**src/hw/rtl/assert_macros.svh**
```systemverilog
// Assertion macros for the RTL of the band peak meter.
`ifndef ASSERT_MACROS_SVH
`define ASSERT_MACROS_SVH

`ifndef SYNTHESIS
// Clocked assertion, disabled while reset is asserted (active low).
`define BPHM_ASSERT(lbl, clk, rst_n, prop) \
    lbl: assert property (@(posedge clk) disable iff (!rst_n) prop) \
        else $error("%m: %s failed", "lbl");
// Clocked assertion that also holds during reset.
`define BPHM_ASSERT_ALWAYS(lbl, clk, prop) \
    lbl: assert property (@(posedge clk) prop) \
        else $error("%m: %s failed", "lbl");
`else
`define BPHM_ASSERT(lbl, clk, rst_n, prop)
`define BPHM_ASSERT_ALWAYS(lbl, clk, prop)
`endif

`endif

```
**src/hw/rtl/bphm_pkg.sv**
```systemverilog
// Package: constants, types and helpers of the band peak meter.
package bphm_pkg;

    localparam int NUM_BANDS  = 16;
    localparam int BAND_IDX_W = (NUM_BANDS > 1) ? $clog2(NUM_BANDS) : 1;

    localparam int BAND_W   = 6;
    localparam int LEVEL_W  = 16;
    localparam int HOLD_W   = 8;
    localparam int FALL_W   = 16;
    localparam int BOX_X_W  = 15;
    localparam int TOP_W    = 13;
    localparam int HEIGHT_W = 10;
    localparam int CFG_IDX_W  = 3;
    localparam int CFG_DATA_W = 12;

    // Level scale: 100 is full scale.
    localparam int FULL_SCALE = 100;
    localparam int CLAMP_W    = 7;
    localparam int PROD_W     = HEIGHT_W + CLAMP_W;
    // x / 100 == (x * RECIP_K) >> RECIP_SHIFT, exact for x < 199728.
    localparam int RECIP_SHIFT = 24;
    localparam int RECIP_K     = (2 ** RECIP_SHIFT + FULL_SCALE - 1) / FULL_SCALE;
    localparam int RECIP_W     = 18;
    localparam int MUL_W       = PROD_W + RECIP_W;

    // Register indexes.
    localparam logic [CFG_IDX_W-1:0] REG_PRINT_MODE    = 3'd0;
    localparam logic [CFG_IDX_W-1:0] REG_HOLD_TIME     = 3'd1;
    localparam logic [CFG_IDX_W-1:0] REG_GRAVITY       = 3'd2;
    localparam logic [CFG_IDX_W-1:0] REG_ORIGIN_X      = 3'd3;
    localparam logic [CFG_IDX_W-1:0] REG_BASELINE_Y    = 3'd4;
    localparam logic [CFG_IDX_W-1:0] REG_BAND_PITCH    = 3'd5;
    localparam logic [CFG_IDX_W-1:0] REG_FULL_HEIGHT   = 3'd6;
    localparam logic [CFG_IDX_W-1:0] REG_MARKER_HEIGHT = 3'd7;

    // Print modes; code three draws like PM_ALL.
    localparam logic [1:0] PM_NONE = 2'd0;
    localparam logic [1:0] PM_BARS = 2'd1;
    localparam logic [1:0] PM_ALL  = 2'd2;

    typedef struct packed {
        logic [1:0]            print_mode;
        logic [HOLD_W-1:0]     hold_time;
        logic [7:0]            gravity;
        logic [11:0]           origin_x;
        logic [11:0]           baseline_y;
        logic [7:0]            band_pitch;
        logic [HEIGHT_W-1:0]   full_height;
        logic [7:0]            marker_height;
    } t_cfg;

    localparam t_cfg CFG_RESET = '{
        print_mode:    PM_ALL,
        hold_time:     8'd15,
        gravity:       8'd1,
        origin_x:      12'd0,
        baseline_y:    12'd600,
        band_pitch:    8'd5,
        full_height:   10'd60,
        marker_height: 8'd2
    };

    // Stage-1 payload leaving the tracker.
    typedef struct packed {
        logic [BAND_W-1:0]  band;
        logic               in_range;
        logic [CLAMP_W-1:0] lvl_c;
        logic [CLAMP_W-1:0] pk_c;
        logic [LEVEL_W-1:0] peak;
    } t_trk;

    // Result transaction.
    typedef struct packed {
        logic [BAND_W-1:0]          band_out;
        logic [BOX_X_W-1:0]         box_x;
        logic signed [TOP_W-1:0]    bar_top;
        logic [HEIGHT_W-1:0]        bar_height;
        logic signed [TOP_W-1:0]    marker_top;
        logic [LEVEL_W-1:0]         peak_level;
        logic                       draw_bar;
        logic                       draw_marker;
    } t_res;

    function automatic logic [CLAMP_W-1:0] clamp_level(input logic [LEVEL_W-1:0] v);
        logic [CLAMP_W-1:0] r;
        if (v > LEVEL_W'(FULL_SCALE)) begin
            r = CLAMP_W'(FULL_SCALE);
        end else begin
            r = v[CLAMP_W-1:0];
        end
        return r;
    endfunction

endpackage

```
**src/hw/rtl/bphm_track.sv**
```systemverilog
// Per-band peak/hold/fall stores and the first pipeline stage.
module bphm_track (
    input  logic                          i_clk,
    input  logic                          i_rst_n,
    input  bphm_pkg::t_cfg                i_cfg,
    input  logic                          i_vld,
    input  logic [bphm_pkg::BAND_W-1:0]   i_band,
    input  logic [bphm_pkg::LEVEL_W-1:0]  i_level,
    output logic                          o_ready,
    input  logic                          i_nxt_ready,
    output logic                          o_vld,
    output bphm_pkg::t_trk                o_trk
);

    logic [bphm_pkg::LEVEL_W-1:0] r_peak [bphm_pkg::NUM_BANDS];
    logic [bphm_pkg::HOLD_W-1:0]  r_hold [bphm_pkg::NUM_BANDS];
    logic [bphm_pkg::FALL_W-1:0]  r_fall [bphm_pkg::NUM_BANDS];

    logic                  r_vld;
    bphm_pkg::t_trk        r_trk;

    logic [bphm_pkg::BAND_IDX_W-1:0] idx;
    logic                  in_range;
    logic                  en;
    logic                  take;
    logic [bphm_pkg::LEVEL_W-1:0] pk_a;
    logic [bphm_pkg::HOLD_W-1:0]  hold_a;
    logic [bphm_pkg::FALL_W-1:0]  fall_a;
    logic [bphm_pkg::LEVEL_W:0]   floor_sum;
    logic [bphm_pkg::FALL_W:0]    fall_inc;
    logic [bphm_pkg::LEVEL_W-1:0] n_peak;
    logic [bphm_pkg::HOLD_W-1:0]  n_hold;
    logic [bphm_pkg::FALL_W-1:0]  n_fall;
    logic [bphm_pkg::LEVEL_W-1:0] peak_out;
    bphm_pkg::t_trk        n_trk;

    assign idx      = i_band[bphm_pkg::BAND_IDX_W-1:0];
    assign in_range = {1'b0, i_band} < (bphm_pkg::BAND_W + 1)'(bphm_pkg::NUM_BANDS);
    assign en       = !r_vld || i_nxt_ready;
    assign take     = i_vld && en;
    assign o_ready  = en;

    // New peak capture.
    always_comb begin
        if (i_level > r_peak[idx]) begin
            pk_a   = i_level;
            hold_a = i_cfg.hold_time;
            fall_a = '0;
        end else begin
            pk_a   = r_peak[idx];
            hold_a = r_hold[idx];
            fall_a = r_fall[idx];
        end
    end

    assign floor_sum = {1'b0, fall_a} + {1'b0, i_level};
    assign fall_inc  = {1'b0, fall_a} + (bphm_pkg::FALL_W + 1)'(i_cfg.gravity);

    // Hold countdown, then gravity fall; snap to level if it would undershoot.
    always_comb begin
        if (hold_a != '0) begin
            n_peak = pk_a;
            n_hold = hold_a - 1'b1;
            n_fall = fall_a;
        end else if ({1'b0, pk_a} < floor_sum) begin
            n_peak = i_level;
            n_hold = i_cfg.hold_time;
            n_fall = '0;
        end else begin
            n_peak = pk_a - fall_a;
            n_hold = hold_a;
            n_fall = fall_inc[bphm_pkg::FALL_W] ? '1 : fall_inc[bphm_pkg::FALL_W-1:0];
        end
    end

    assign peak_out = in_range ? n_peak : '0;

    always_comb begin
        n_trk.band     = i_band;
        n_trk.in_range = in_range;
        n_trk.lvl_c    = bphm_pkg::clamp_level(i_level);
        n_trk.pk_c     = bphm_pkg::clamp_level(peak_out);
        n_trk.peak     = peak_out;
    end

    always_ff @(posedge i_clk) begin
        if (!i_rst_n) begin
            for (int i = 0; i < bphm_pkg::NUM_BANDS; i++) begin
                r_peak[i] <= '0;
                r_hold[i] <= '0;
                r_fall[i] <= '0;
            end
        end else if (take && in_range) begin
            r_peak[idx] <= n_peak;
            r_hold[idx] <= n_hold;
            r_fall[idx] <= n_fall;
        end
    end

    always_ff @(posedge i_clk) begin
        if (!i_rst_n) begin
            r_vld <= 1'b0;
        end else if (en) begin
            r_vld <= i_vld;
        end
    end

    always_ff @(posedge i_clk) begin
        if (en) begin
            r_trk <= n_trk;
        end
    end

    assign o_vld = r_vld;
    assign o_trk = r_trk;

endmodule

```
**src/hw/rtl/bphm_geom.sv**
```systemverilog
// Geometry stages: scale products, divide by full scale, box coordinates.
module bphm_geom (
    input  logic            i_clk,
    input  logic            i_rst_n,
    input  bphm_pkg::t_cfg  i_cfg,
    input  logic            i_vld,
    input  bphm_pkg::t_trk  i_trk,
    output logic            o_ready,
    input  logic            i_out_ready,
    output logic            o_vld,
    output bphm_pkg::t_res  o_res
);

    // Stage 2: products.
    logic                                r_vld2;
    logic [bphm_pkg::BAND_W-1:0]         r_band2;
    logic                                r_in2;
    logic [bphm_pkg::LEVEL_W-1:0]        r_peak2;
    logic [bphm_pkg::PROD_W-1:0]         r_bar_prod;
    logic [bphm_pkg::PROD_W-1:0]         r_mk_prod;
    logic [bphm_pkg::BOX_X_W-1:0]        r_box_x2;
    // Stage 3: divided heights.
    logic                                r_vld3;
    logic [bphm_pkg::BAND_W-1:0]         r_band3;
    logic                                r_in3;
    logic [bphm_pkg::LEVEL_W-1:0]        r_peak3;
    logic [bphm_pkg::BOX_X_W-1:0]        r_box_x3;
    logic [bphm_pkg::HEIGHT_W-1:0]       r_bar_h;
    logic [bphm_pkg::HEIGHT_W-1:0]       r_mk_h;
    // Stage 4: output register.
    logic                                r_vld4;
    bphm_pkg::t_res                      r_res;

    logic en2, en3, en4;
    logic [bphm_pkg::MUL_W-1:0] bar_mul;
    logic [bphm_pkg::MUL_W-1:0] mk_mul;
    bphm_pkg::t_res             n_res;

    assign en4     = !r_vld4 || i_out_ready;
    assign en3     = !r_vld3 || en4;
    assign en2     = !r_vld2 || en3;
    assign o_ready = en2;

    assign bar_mul = bphm_pkg::MUL_W'(r_bar_prod) * bphm_pkg::MUL_W'(bphm_pkg::RECIP_K);
    assign mk_mul  = bphm_pkg::MUL_W'(r_mk_prod) * bphm_pkg::MUL_W'(bphm_pkg::RECIP_K);

    always_comb begin
        n_res.band_out    = r_band3;
        n_res.box_x       = r_box_x3;
        n_res.bar_height  = r_bar_h;
        n_res.bar_top     = $signed({1'b0, i_cfg.baseline_y})
                          - $signed({3'b000, r_bar_h});
        n_res.marker_top  = $signed({1'b0, i_cfg.baseline_y})
                          - $signed({3'b000, r_mk_h})
                          - $signed({5'b00000, i_cfg.marker_height});
        n_res.peak_level  = r_peak3;
        n_res.draw_bar    = r_in3 && (i_cfg.print_mode >= bphm_pkg::PM_BARS);
        n_res.draw_marker = r_in3 && (i_cfg.print_mode >= bphm_pkg::PM_ALL);
    end

    always_ff @(posedge i_clk) begin
        if (!i_rst_n) begin
            r_vld2 <= 1'b0;
            r_vld3 <= 1'b0;
            r_vld4 <= 1'b0;
        end else begin
            if (en2) begin
                r_vld2 <= i_vld;
            end
            if (en3) begin
                r_vld3 <= r_vld2;
            end
            if (en4) begin
                r_vld4 <= r_vld3;
            end
        end
    end

    always_ff @(posedge i_clk) begin
        if (en2) begin
            r_band2    <= i_trk.band;
            r_in2      <= i_trk.in_range;
            r_peak2    <= i_trk.peak;
            r_bar_prod <= bphm_pkg::PROD_W'(i_cfg.full_height) * bphm_pkg::PROD_W'(i_trk.lvl_c);
            r_mk_prod  <= bphm_pkg::PROD_W'(i_cfg.full_height) * bphm_pkg::PROD_W'(i_trk.pk_c);
            r_box_x2   <= bphm_pkg::BOX_X_W'(i_cfg.origin_x)
                        + bphm_pkg::BOX_X_W'(i_cfg.band_pitch) * bphm_pkg::BOX_X_W'(i_trk.band);
        end
        if (en3) begin
            r_band3  <= r_band2;
            r_in3    <= r_in2;
            r_peak3  <= r_peak2;
            r_box_x3 <= r_box_x2;
            r_bar_h  <= bar_mul[bphm_pkg::RECIP_SHIFT +: bphm_pkg::HEIGHT_W];
            r_mk_h   <= mk_mul[bphm_pkg::RECIP_SHIFT +: bphm_pkg::HEIGHT_W];
        end
        if (en4) begin
            r_res <= n_res;
        end
    end

    assign o_vld = r_vld4;
    assign o_res = r_res;

endmodule

```
**src/hw/rtl/band_peak_hold_meter.sv**
```systemverilog
// Top level of the band peak meter: config registers, pipeline, stream ports.
//
// Spectrum bar meter with per-band peak hold and gravity fall. Each input
// transaction carries one band's level; each produces exactly one result
// transaction with the bar box, the peak-marker box and the held peak.
// Throughput is one transaction per clock while the result side keeps up.
// There are four register stages (tracker stage, product stage, divide
// stage, output register), passed in that order. The per-band peak, hold
// and fall-speed stores sit in flip-flops and are read, updated and
// written back in the accept cycle, so the same band may arrive on
// consecutive cycles. Backpressure on the master side stalls the whole
// pipeline without loss; s_axis_tready stays high whenever any stage is
// free. Bands at or above NUM_BANDS leave the stores untouched and report
// a zero peak with both draw flags low. Configuration is a write-only port
// (index 0..7 in the order print_mode, hold_time, gravity, origin_x,
// baseline_y, band_pitch, full_height, marker_height) and should only be
// written while the pipeline is empty.
`include "assert_macros.svh"

module band_peak_hold_meter (
    input  logic                               i_clk,
    input  logic                               i_rst_n,
    // Configuration write port.
    input  logic                               i_cfg_we,
    input  logic [bphm_pkg::CFG_IDX_W-1:0]     i_cfg_idx,
    input  logic [bphm_pkg::CFG_DATA_W-1:0]    i_cfg_data,
    // Input stream.
    input  logic                               s_axis_tvalid,
    output logic                               s_axis_tready,
    input  logic [23:0]                        s_axis_tdata,  // band[5:0], level[21:6], zero pad
    // Result stream.
    output logic                               m_axis_tvalid,
    input  logic                               m_axis_tready,
    // band_out[5:0], box_x[20:6], bar_top[33:21], bar_height[43:34],
    // marker_top[56:44], peak_level[72:57], zero pad[79:73]
    output logic [79:0]                        m_axis_tdata,
    output logic [1:0]                         m_axis_tuser   // draw_bar[0], draw_marker[1]
);

    bphm_pkg::t_cfg r_cfg;

    logic           trk_vld;
    bphm_pkg::t_trk trk;
    logic           geom_ready;
    bphm_pkg::t_res res;

    // Config registers; to be written only while idle, which the block itself does not enforce.
    always_ff @(posedge i_clk) begin
        if (!i_rst_n) begin
            r_cfg <= bphm_pkg::CFG_RESET;
        end else if (i_cfg_we) begin
            case (i_cfg_idx)
                bphm_pkg::REG_PRINT_MODE:    r_cfg.print_mode    <= i_cfg_data[1:0];
                bphm_pkg::REG_HOLD_TIME:     r_cfg.hold_time     <= i_cfg_data[7:0];
                bphm_pkg::REG_GRAVITY:       r_cfg.gravity       <= i_cfg_data[7:0];
                bphm_pkg::REG_ORIGIN_X:      r_cfg.origin_x      <= i_cfg_data[11:0];
                bphm_pkg::REG_BASELINE_Y:    r_cfg.baseline_y    <= i_cfg_data[11:0];
                bphm_pkg::REG_BAND_PITCH:    r_cfg.band_pitch    <= i_cfg_data[7:0];
                bphm_pkg::REG_FULL_HEIGHT:   r_cfg.full_height   <= i_cfg_data[9:0];
                bphm_pkg::REG_MARKER_HEIGHT: r_cfg.marker_height <= i_cfg_data[7:0];
                default: ;
            endcase
        end
    end

    bphm_track u_track (
        .i_clk       (i_clk),
        .i_rst_n     (i_rst_n),
        .i_cfg       (r_cfg),
        .i_vld       (s_axis_tvalid),
        .i_band      (s_axis_tdata[5:0]),
        .i_level     (s_axis_tdata[21:6]),
        .o_ready     (s_axis_tready),
        .i_nxt_ready (geom_ready),
        .o_vld       (trk_vld),
        .o_trk       (trk)
    );

    bphm_geom u_geom (
        .i_clk       (i_clk),
        .i_rst_n     (i_rst_n),
        .i_cfg       (r_cfg),
        .i_vld       (trk_vld),
        .i_trk       (trk),
        .o_ready     (geom_ready),
        .i_out_ready (m_axis_tready),
        .o_vld       (m_axis_tvalid),
        .o_res       (res)
    );

    assign m_axis_tdata = {7'd0, res.peak_level, res.marker_top, res.bar_height,
                           res.bar_top, res.box_x, res.band_out};
    assign m_axis_tuser = {res.draw_marker, res.draw_bar};

    // Marker is never drawn without its bar.
    `BPHM_ASSERT(a_marker_needs_bar, i_clk, i_rst_n,
        m_axis_tvalid |-> (!res.draw_marker || res.draw_bar))
    // Out-of-range bands report no peak and no drawing.
    `BPHM_ASSERT(a_oob_band_quiet, i_clk, i_rst_n,
        (m_axis_tvalid && ({1'b0, res.band_out} >= (bphm_pkg::BAND_W + 1)'(bphm_pkg::NUM_BANDS)))
        |-> (res.peak_level == '0 && !res.draw_bar))
    // Input is only held off when the output side is backed up.
    `BPHM_ASSERT(a_ready_only_on_stall, i_clk, i_rst_n,
        !s_axis_tready |-> (m_axis_tvalid && !m_axis_tready))
    // The pipeline comes out of reset empty.
    `BPHM_ASSERT_ALWAYS(a_empty_after_reset, i_clk,
        !$past(i_rst_n) |-> !m_axis_tvalid)

endmodule

```
**config.mk**
```make
export PLATFORM = sky130hd
export DESIGN_NAME = band_peak_hold_meter
export DESIGN_NICKNAME = d
export VERILOG_FILES = /design/src/hw/rtl/bphm_pkg.sv /design/src/hw/rtl/bphm_track.sv /design/src/hw/rtl/bphm_geom.sv /design/src/hw/rtl/band_peak_hold_meter.sv
export VERILOG_INCLUDE_DIRS = /design/src /design/src/hw/rtl
export SDC_FILE = /design/constraint.sdc
export NUM_CORES = 2
export LEC_CHECK = 0
export BUFFER_PORTS_ARGS = -buffer_cell sky130_fd_sc_hd__buf_2
export CAP_MARGIN = 10
export CORE_UTILIZATION = 45
export CTS_CLUSTER_DIAMETER = 30
export DETAILED_ROUTE_END_ITERATION = 8
export GPL_ROUTABILITY_DRIVEN = 1
export GPL_TIMING_DRIVEN = 0
export PLACE_DENSITY = 0.65
export SLEW_MARGIN = 20
export SYNTH_ARGS = -nofsm -noshare
export SYNTH_HDL_FRONTEND = slang
export SYNTH_SLANG_ARGS = --single-unit
```
**constraint.sdc**
```tcl
create_clock -name i_clk -period 20.8 [get_ports i_clk]
set_clock_uncertainty 0.2 [all_clocks]
set_input_delay 1.04 -clock i_clk [delete_from_list [all_inputs] [get_ports i_clk]]
set_output_delay 1.04 -clock i_clk [all_outputs]
set_load 0.005 [all_outputs]
```
==> results.json <==
{
  "yosys.area_share.adder_pct": 21.9,
  "yosysWarnings": 0,
  "critPathMaxStageDelay_ns": 0.97,
  "synthArstFlopShare_pct": 0,
  "slew_headroom_pct": 18.8,
  "cts_tree": "yes",
  "synthMuxAreaShare_pct": 8.09,
  "synthSimpleGateAreaFrac_pct": 10.1,
  "gr-usage-all-layers_pct": 24.6,
  "crit_path_end_kind": "flop",
  "grt_pass1_wl_um": 239000,
  "yosysMostFrequentCell": "edfxtp_1",
  "fin_ws_ns": 5.99,
  "drtIter0Drc": 4221,
  "layout_min_cycle_time_ns": 14.81,
  "wl_met1_um": 61100,
  "irDropWorstVdd_uv": 209,
  "yosysTopAreaCellShare_pct": 45.4,
  "synth_area_leaders": "edfxtp_1 (45%), fa_1 (12%), ha_1 (10%)",
  "fp.dieArea_mm2": 0.131,
  "top_layer_used": "met5",
  "critPathKind": "input pin to flop",
  "fin_setup_tns_ns": 0,
  "rrSetupSlack_ns": 8.72,
  "cp.arrival_ns": 15.13,
  "drc": 0,
  "yosysTopAreaCell": "edfxtp_1",
  "fmax_mhz": 67.5,
  "cts_setup_buffers": 0,
  "ys_top_cells_by_count": "edfxtp_1 (882), nor2_1 (744), inv_1 (624)",
  "final_nets": 5953,
  "io_buffers": 113,
  "start_util_pct": 45.5,
  "final_antenna_net_count": 0,
  "synth-xor-area-share_pct": 1.47,
  "grt_max_degree": 42,
  "viasPerCell": 5.50,
  "worstHoldPathType": "flop to flop",
  "synth_flop_cell": "edfxtp_1",
  "cts_buffers": 203,
  "fillers": 10700,
  "cts_resized": 0,
  "power_mw": 9.25,
  "antenna_found_initial": 8,
  "clock_path_buffers": 3,
  "wl_met2_um": 76700,
  "wire_per_inst_um": 22.9,
  "cp.buffers_inverters": 15,
  "synth_top_family_by_area": "adder cells",
  "synth-compound-area-share_pct": 4.87,
  "synth_seq_cells": 954,
  "place_hpwl_um": 114000,
  "crit_family": "buffers and inverters",
  "power.leakage_nw": 29.3,
  "fin_util_pct": 53.9,
  "hold_viol": 0,
  "maxCapViolations": 0,
  "cts-root-buf": "clkbuf_16",
  "p_per_area_mw_per_mm2": 134,
  "yosysUniqueCellTypes": 80,
  "grt_pass1_vias": 39200,
  "worst_path_most_repeated_cell": "clkbuf_1",
  "avgSynthCellArea_um2": 12.3,
  "slew_violations": 0,
  "ios": 128,
  "syn_to_final_growth_pct": 18.3,
  "cts.sinks": 954,
  "rsz0062_at_grt": "false",
  "hold_ws_ns": 0.190,
  "synth_edf_count": 882,
  "preCtsSetupSlack_ns": 5.69,
  "routed_wl_um": 160000,
  "layout_worst_path_cycle_share_pct": 71.2,
  "crit_fanout": 10,
  "detailed_place.area_mm2": 0.0616,
  "htreeDepth": 4,
  "postCtsHoldBufs": 0,
  "outcome": "finished, final reports clean",
  "std_cell_rows": 131,
  "synthCells": 4751,
  "grt_overflow": 0,
  "die_y_um": 362,
  "worst_slew_pin_slew_ns": 1.22,
  "synth.yosys.seq_area_share_pct": 47.9,
  "start_kind": "input pin",
  "layout-drive-gt1-share_pct": 14.9,
  "drt_first_pass_iters": 8,
  "slowest_stage": "clkbuf_1",
  "final_cells": 7004,
  "clk_latency_ns": 0.83,
  "met3_length_um": 17100,
  "cp.required_ns": 21.12,
  "post-place-cells": 6616,
  "via_count": 38500,
  "clk_pin_slew_ns": 0.05,
  "globalplace.congestion": 0.938,
  "fin_area_mm2": 0.0690,
  "setup_viol": 0,
  "core-area_mm2": 0.128,
  "die_x_um": 362,
  "synth_area_mm2": 0.0584
}
==> per-layer routing <==
layer,vias up,global-route usage [%]
li1,17100,-
met1,19200,31.3
met2,1874,40.3
met3,338,7.08
met4,14,8.38
met5,-,0
==> sequential cells by signal, indices dropped and copies added (netlist names), 16 cells and up <==
signal,cells
u_geom.r_mk_prod,17
u_track.r_fall,256
u_geom.r_bar_prod,17
u_track.r_peak,256
u_track.o_trk,37
u_geom.r_peak3,16
u_geom.o_res,75
r_cfg,68
u_track.r_hold,128
u_geom.r_peak2,16
==> cells in the final DEF, fill, tap and decap left out, types with 67 or more instances in the layout <==
| master | n |
|---|---|
| edfxtp_1 | 882 |
| buf_2 | 154 |
| clkbuf_16 | 207 |
| mux4_2 | 199 |
| dfxtp_1 | 72 |
| o21ai_0 | 67 |
| a21oi_1 | 109 |
| nor2_1 | 744 |
| nand2_1 | 327 |
| fa_1 | 340 |
| inv_1 | 622 |
| clkbuf_1 | 166 |
| ha_1 | 476 |
| and2_1 | 99 |
==> area by class of cell <==
| type | instances | area (µm²) | share of cell area, % |
|---|---|---|---|
| Antenna cell | 1 | 2.50 | 0.00363 |
| Buffer | 222 | 962 | 1.39 |
| Clock buffer | 223 | 5270 | 7.64 |
| Clock inverter | 163 | 2150 | 3.12 |
| Inverter | 627 | 2360 | 3.42 |
| Multi-Input combinational cell | 2954 | 27300 | 39.5 |
| Sequential cell | 954 | 27900 | 40.5 |
| Tap cell | 1729 | 2160 | 3.13 |
| Timing Repair Buffer | 131 | 912 | 1.32 |
==> power breakdown <==
group / leakage, nW / total, mW / switching [mW] / internal (mW)
clock: 3.52 / 3.43 / 1.13 / 2.30
combinational: 15.8 / 3.44 / 1.99 / 1.45
sequential: 9.95 / 2.37 / 0.0753 / 2.30
total: 29.3 / 9.25 / 3.19 / 6.05
==> kinds of logic (layout without fill, tap and decap cells) <==
logic type                 count (synthesis)  count (layout)
and+or+nand+nor                         1381            1381
DFF                                      954             954
buffers and inverters                    849            1366
adders and majority gates                816             816
AOI/OAI and AO/OA                        431             431
muxes                                    221             221
xor gates and xnor gates                  98              98
other                                      1               8
==> path summary, 6_finish.rpt <==
| kind | cells past startpoint | startpoint | end |
|---|---|---|---|
| worst min register to register | 0 | u_geom.r_in2 | u_geom.r_in3 |
| worst max-delay path | 40 | s_axis_tdata[3] | u_track.r_fall[7][3] |
| worst min-delay path | 0 | u_geom.r_in2 | u_geom.r_in3 |
| worst max register to register | 35 | u_track.r_peak[11][14] | u_track.r_fall[7][3] |
Power figures use the tool's default switching activity.
